--- src/hw/rtl/tcw_pkg.sv ---
package tcw_pkg;

  // Operation codes carried in the op field of an input item.
  typedef enum logic [1:0] {
    OP_PUT   = 2'd0,
    OP_BACK  = 2'd1,
    OP_CLEAR = 2'd2,
    OP_READ  = 2'd3
  } op_e;

  // Kinds of whole-screen walk done by the datapath sweep counter.
  typedef enum logic [1:0] {
    SW_INIT   = 2'd0,
    SW_CLEAR  = 2'd1,
    SW_SCROLL = 2'd2
  } sweep_e;

  // Special character codes.
  localparam logic [7:0] CH_NEWLINE = 8'd10;
  localparam logic [7:0] CH_RETURN  = 8'd13;
  localparam logic [7:0] CH_TAB     = 8'd9;
  localparam logic [7:0] CH_SPACE   = 8'd32;

  // Reset values of the color register and of every screen cell.
  localparam logic [7:0]  COLOR_RESET = 8'h0F;
  localparam logic [15:0] BLANK_RESET = 16'h0F20;

  // Input item transaction payload.
  typedef struct packed {
    logic [1:0] op;
    logic [7:0] ch;
    logic [4:0] row;
    logic [6:0] col;
  } in_item_t;

  // Result item transaction payload.
  typedef struct packed {
    logic [6:0]  cursor_col;
    logic [4:0]  cursor_row;
    logic        scrolled;
    logic [15:0] cell_entry;
  } out_item_t;

  // Configuration transaction payload.
  typedef logic [7:0] color_t;

  // Commands from the controller to the datapath.
  typedef struct packed {
    logic   load;
    logic   cur_home;
    logic   put_exec;
    logic   sweep_start;
    sweep_e sweep_kind;
    logic   sweep_step;
    logic   bs_begin;
    logic   rd_cursor;
    logic   scan_dec;
    logic   bs_fix;
    logic   erase;
    logic   rd_cell;
    logic   resp_load;
  } cmd_t;

  // Status from the datapath to the controller.
  typedef struct packed {
    logic [1:0] op;
    logic       put_ovf;
    logic       bs_scan;
    logic       scan_space;
    logic       col_is_one;
    logic       sweep_last;
    logic       out_free;
  } status_t;

endpackage

--- src/hw/rtl/tcw_ctrl.sv ---
module tcw_ctrl import tcw_pkg::*; (
  input  logic    clk_i,
  input  logic    rst_ni,
  input  logic    in_valid_i,
  output logic    in_ready_o,
  input  status_t status_i,
  output cmd_t    cmd_o
);

  typedef enum logic [11:0] {
    S_INIT     = 12'b0000_0000_0001,
    S_IDLE     = 12'b0000_0000_0010,
    S_DISPATCH = 12'b0000_0000_0100,
    S_PUT      = 12'b0000_0000_1000,
    S_SWEEP    = 12'b0000_0001_0000,
    S_BACK     = 12'b0000_0010_0000,
    S_BS_RD    = 12'b0000_0100_0000,
    S_BS_CHK   = 12'b0000_1000_0000,
    S_BS_FIX   = 12'b0001_0000_0000,
    S_BS_WR    = 12'b0010_0000_0000,
    S_READ     = 12'b0100_0000_0000,
    S_RESP     = 12'b1000_0000_0000
  } state_e;

  state_e state_q, state_d;

  assign in_ready_o = (state_q == S_IDLE);

  // Next state and command decode.
  always_comb begin
    state_d = state_q;
    cmd_o   = '0;
    case (state_q)
      S_INIT: begin
        cmd_o.sweep_step = 1'b1;
        if (status_i.sweep_last) begin
          state_d = S_IDLE;
        end
      end
      S_IDLE: begin
        if (in_valid_i) begin
          cmd_o.load = 1'b1;
          state_d    = S_DISPATCH;
        end
      end
      S_DISPATCH: begin
        case (status_i.op)
          OP_PUT:  state_d = S_PUT;
          OP_BACK: state_d = S_BACK;
          OP_CLEAR: begin
            cmd_o.cur_home    = 1'b1;
            cmd_o.sweep_start = 1'b1;
            cmd_o.sweep_kind  = SW_CLEAR;
            state_d           = S_SWEEP;
          end
          OP_READ: state_d = S_READ;
          default: state_d = S_RESP;
        endcase
      end
      S_PUT: begin
        cmd_o.put_exec = 1'b1;
        if (status_i.put_ovf) begin
          cmd_o.sweep_start = 1'b1;
          cmd_o.sweep_kind  = SW_SCROLL;
          state_d           = S_SWEEP;
        end else begin
          state_d = S_RESP;
        end
      end
      S_SWEEP: begin
        cmd_o.sweep_step = 1'b1;
        if (status_i.sweep_last) begin
          state_d = S_RESP;
        end
      end
      S_BACK: begin
        cmd_o.bs_begin = 1'b1;
        state_d = status_i.bs_scan ? S_BS_RD : S_BS_WR;
      end
      S_BS_RD: begin
        cmd_o.rd_cursor = 1'b1;
        state_d         = S_BS_CHK;
      end
      S_BS_CHK: begin
        // Keep stepping left over spaces, but never look at column zero.
        if (status_i.scan_space) begin
          cmd_o.scan_dec = 1'b1;
          state_d = status_i.col_is_one ? S_BS_FIX : S_BS_RD;
        end else begin
          state_d = S_BS_FIX;
        end
      end
      S_BS_FIX: begin
        cmd_o.bs_fix = 1'b1;
        state_d      = S_BS_WR;
      end
      S_BS_WR: begin
        cmd_o.erase = 1'b1;
        state_d     = S_RESP;
      end
      S_READ: begin
        cmd_o.rd_cell = 1'b1;
        state_d       = S_RESP;
      end
      S_RESP: begin
        if (status_i.out_free) begin
          cmd_o.resp_load = 1'b1;
          state_d         = S_IDLE;
        end
      end
      default: state_d = S_IDLE;
    endcase
  end

  // State register; reset starts the screen initialization pass.
  always_ff @(posedge clk_i or negedge rst_ni) begin
    if (!rst_ni) begin
      state_q <= S_INIT;
    end else begin
      state_q <= state_d;
    end
  end

  // A result is only loaded when the output register can take it.
  a_resp_free: assert property (@(posedge clk_i) disable iff (!rst_ni)
    cmd_o.resp_load |-> status_i.out_free)
    else $error("result loaded while output register is occupied");

  // No new item is taken while a sweep is still walking the screen.
  a_no_accept_in_sweep: assert property (@(posedge clk_i) disable iff (!rst_ni)
    cmd_o.load |-> !cmd_o.sweep_step)
    else $error("item accepted during a sweep");

  // A scroll sweep is started only by a put that runs past the bottom row.
  a_scroll_from_put: assert property (@(posedge clk_i) disable iff (!rst_ni)
    (cmd_o.sweep_start && cmd_o.sweep_kind == SW_SCROLL) |->
      (cmd_o.put_exec && status_i.put_ovf))
    else $error("scroll started without a put overflow");

endmodule

--- config.mk ---
export PLATFORM = sky130hd
export DESIGN_NAME = tcw_ctrl
export DESIGN_NICKNAME = d
export VERILOG_FILES = /design/src/hw/rtl/tcw_pkg.sv /design/src/hw/rtl/tcw_ctrl.sv
export SDC_FILE = /design/constraint.sdc
export NUM_CORES = 1
export LEC_CHECK = 0
export ABC_AREA = 1
export BUFFER_PORTS_ARGS = -buffer_cell sky130_fd_sc_hd__buf_2
export CAP_MARGIN = 20
export CORE_MARGIN = 3
export CORE_UTILIZATION = 50
export DETAILED_ROUTE_END_ITERATION = 12
export GPL_ROUTABILITY_DRIVEN = 1
export GPL_TIMING_DRIVEN = 0
export PLACE_DENSITY = 0.76
export SLEW_MARGIN = 20
export SYNTH_ARGS = -nofsm -noshare
export SYNTH_HDL_FRONTEND = slang
export SYNTH_SLANG_ARGS = --single-unit
--- constraint.sdc ---
create_clock -name clk_i -period 1.47 [get_ports clk_i]
set_input_delay 0.0735 -clock clk_i [delete_from_list [all_inputs] [get_ports clk_i]]
set_output_delay 0.0735 -clock clk_i [all_outputs]
set_load 0.01 [all_outputs]
; ---- Word level (Yosys, flattened, before mapping)
; Cells that the tools add are included.
[totals]
mem_bits_ro = 0
latch_bits = 0
out_inout_bits = 15
n_memories = 0
ramBits = 0
inputBits = 11
reg_bits = 12
[op_classes]
n_lt_le_gt_ge = 0
n_shift = 0
multipliers = 0
add_sub_neg = 0
eq_ne = 19
div_mod_pow = 0
bitwise = 0
mux = 28
n_reduce_logical = 4
[ops]
columns = cell, count
row1 = $pmux W12 S11, 1
row2 = $mux W12, 5
row3 = $pmux W12 S4, 1
row4 = $mux W9, 2
row5 = $mux W1, 15
row6 = $eq A12 B1 Y1 const B, 1
row7 = $eq A12 B10 Y1 const B, 1
row8 = $eq A12 B11 Y1 const B, 1
row9 = $eq A12 B12 Y1 const B, 1
row10 = $eq A12 B2 Y1 const B, 1
row11 = $eq A12 B3 Y1 const B, 1
row12 = $eq A12 B4 Y1 const B, 1
row13 = $eq A12 B5 Y1 const B, 1
row14 = $eq A12 B6 Y1 const B, 1
row15 = $eq A12 B7 Y1 const B, 1
row16 = $eq A12 B8 Y1 const B, 1
row17 = $eq A12 B9 Y1 const B, 1
row18 = $mux W10, 1
row19 = $ne A2 B2 Y1 const B, 4
row20 = $mux W3, 2
row21 = $pmux W3 S2, 1
row22 = $eq A2 B2 Y1 const B, 2
row23 = $reduce_and A4 Y1, 1
row24 = $reduce_or A2 Y1, 2
row25 = other kinds (2), 2

; ---- Depth between registers and ports, before layout
[logic_depth]
word_depth = 3
mapped_depth = 9

; ---- Least setup slack after synthesis
; No wires, ideal clock.
[synth_path]
path_type = reg-to-output
from = register state_q[5]
to = output cmd_o[0] (netlist name)
arrival_ns = 1.267
path_slack_ns = 0.130
path_stages_with_launch = 6
path_cell_list = dfrtp_1 > nor2_1 > nand2_4 > nor2_2 > inv_1 > nor4_1
[synth_lines]
columns = element, line_no
row1 = from (decl), tcw_ctrl.sv:25  ; state_e state_q, state_d;
row2 = from (signal assigned), tcw_ctrl.sv:120  ; state_q <= state_d;
row3 = to (decl), tcw_ctrl.sv:7  ; output cmd_t cmd_o

==> impl_metrics.json <==
{
  "p_per_area_mw_per_mm2": 1415,
  "die_h_um": 48.30,
  "cts.sinks": 12,
  "diodes": 0,
  "track_usage_pct": 21.82,
  "ys_seq_elements": 12,
  "yosysTopAreaCell": "dfrtp_1",
  "vias": 1283,
  "required_ns": 1.40,
  "arrival_ns": 1.70,
  "nNetsFinal": 204,
  "syn-num-nets": 146,
  "status": "finished with violations",
  "yosysTopAreaCellShare_pct": 30.77,
  "drc": 0,
  "crit_fanout": 4,
  "dp_slack_ns": 0.01810,
  "core_area_mm2": 0.001594,
  "drt_first_pass_iters": 5,
  "largest_reg_flops": 12,
  "finalPower_uw": 2161,
  "avgViaCountPerCell": 5.940,
  "syn-cell-area_um2": 894.6,
  "setup_slack_ns": -0.3071,
  "die_x_um": 48.30,
  "clk_path_buf_depth": 2,
  "pin_count": 26,
  "maxCapViolCount": 0,
  "initial_core_util_pct": 56.12,
  "tightestPinTransition_ns": 0.4063,
  "clkTransAtPathRegs_ns": 0.10,
  "setup_viol": 21,
  "row_count": 14,
  "startpoint": "state_q[5]",
  "slew_headroom_pct": 72.70,
  "h-tree-depth": 1,
  "top_register": "state_q",
  "violations": "negative setup slack",
  "syn_inst": 135,
  "routed.top_layer": "met4",
  "synthFlopType": "dfrtp_1",
  "stdcell_count": 216,
  "numPlacedInstances": 184,
  "clock_latency_ns": 0.30,
  "met3WireLength_um": 389,
  "route.antenna.remaining_nets": 0,
  "synthDistinctLibCells": 20,
  "routedWlPerCell_um": 19.95,
  "n_fill_cell": 45,
  "netlist_top_cells_count": "29 x inv_1, 26 x nand2_1, 23 x nor2_1, 11 x dfrtp_1",
  "async_flop_share_pct": 100.0,
  "grt_setup_unrepaired": "true",
  "worstHoldStart": "status_i[2]",
  "critical_path_class": "flip-flop to primary output",
  "root_buffer": "clkbuf_4",
  "cts_tree": "done",
  "synth-edff-count": 0,
  "drive_gt1_share_pct": 55.21,
  "dieArea_mm2": 0.002333,
  "gp_congestion": 0.7707,
  "leakage_uw": 0.0008701,
  "met1_length_um": 1440,
  "antenna_found_initial": 0,
  "grt_pass1_vias": 921,
  "grt_overflow": 0,
  "grt_max_degree": 13,
  "cp-end-kind": "primary output",
  "period_needed_ns": 1.777,
  "numPortBuffers": 25,
  "met2WireLength_um": 2129,
  "routed_wl_um": 4310,
  "synth_most_common_cell": "inv_1",
  "final_hold_viol_count": 0,
  "dp_hpwl_um": 1592,
  "avgSynthCellArea_um2": 6.627,
  "reg2reg_from": "state_q[0]",
  "grt_pass1_wl_um": 3946,
  "hold_slack_ns": 0.08763,
  "areaGrowthSynthToFinish_pct": 70.77,
  "drt_iter0_drc": 61,
  "cts_inserted_buffers": 3,
  "fmax_mhz": 562.7,
  "slew_violations": 0,
  "synth_warnings": 0,
  "start_kind": "flip-flop",
  "final.setup_skew_ns": 0.01162,
  "synth_seq_area_share_pct": 33.71,
  "synthTopCellsByArea": "dfrtp_1 31%, inv_1 12%, nand2_1 11%",
  "ir_drop_mv": 1.082,
  "top_regs": "state_q x12",
  "hold_class": "input port to flip-flop",
  "fin_crit_sh_pct": 120.9
}
## cells in the final DEF, fill, tap and decap left out, types with 3 or more instances in the layout
cell type and n:
nor3_2 3, nand3_2 3, buf_2 19, nand2_2 9, nor2_2 4, dlygate4sd3_1 3
nand2_1 17, nor3_1 4, dfrtp_1 11, nand3_1 7, nor2_4 7, clkbuf_4 3
nor2_1 18, buf_6 10, nand2_4 6, buf_4 20, inv_1 21, inv_2 9
## power by group
part           switching, uW  internal, uW
Sequential              42.3           373
Clock                    142           151
Combinational            859           594
Total                   1040          1120
## worst max-delay path: stages, from the launching register on
cell     delay (ns)
dfrtp_1        0.44
nor2_2         0.18
nand2_4        0.10
buf_12         0.14
nor2_4         0.13
inv_2          0.07
nor3_2         0.17
buf_2          0.17
## worst paths after layout
check / to / slack [ns] / cells past startpoint
setup / recovery: cmd_o[1] / -0.31 / 7
hold / removal: state_q[8] / 0.09 / 3
setup reg to reg: state_q[4] / -0.26 / 12
hold reg to reg: state_q[0] / 0.60 / 2
max in group asynchronous: state_q[0] / 0.99 / 2
min in group asynchronous: state_q[7] / 0.19 / 2
## kinds of logic after synthesis
kind of cell	count (synthesis)	synth area share (%)
simple gates	84	46.57
buf+inv	31	13.01
flops	12	33.71
compound gates	8	6.714
## stage by stage
stage          setup TNS [ns]  util [%]  instance area (um^2)
3_5_place_dp                0     65.86                  1050
4_1_cts                -1.336     78.89                  1257
5_1_grt                -5.755     95.84                  1528
2_1_floorplan               0         -                 894.6
3_3_place_gp                0     65.86                  1050
6_report               -4.240     95.84                  1528
## layout make-up
| class | count | area [um^2] | area share, % |
|---|---|---|---|
| inverters | 31 | 121.4 | 7.944 |
| clock buffers | 4 | 36.28 | 2.375 |
| flip-flops and latches | 12 | 301.5 | 19.74 |
| repair buffers | 53 | 407.9 | 26.70 |
| multi-input cells | 92 | 630.6 | 41.28 |
| well taps | 24 | 30.03 | 1.966 |
## layer usage
metal,vias to the layer above,GRT usage (%)
li1,531,-
met2,112,38.99
met1,601,25.24
met4,0,8.531
met5,-,0
met3,39,4.908
## timing repair
item	CTS	global route
pin swaps	9	17
endpoints found under the setup margin	15	19
endpoints found under the hold margin	14	0
buffers inserted	15	10
hold buffers	3	0
resized for setup	7	52
No activity file was read; power rests on OpenSTA's default activity.
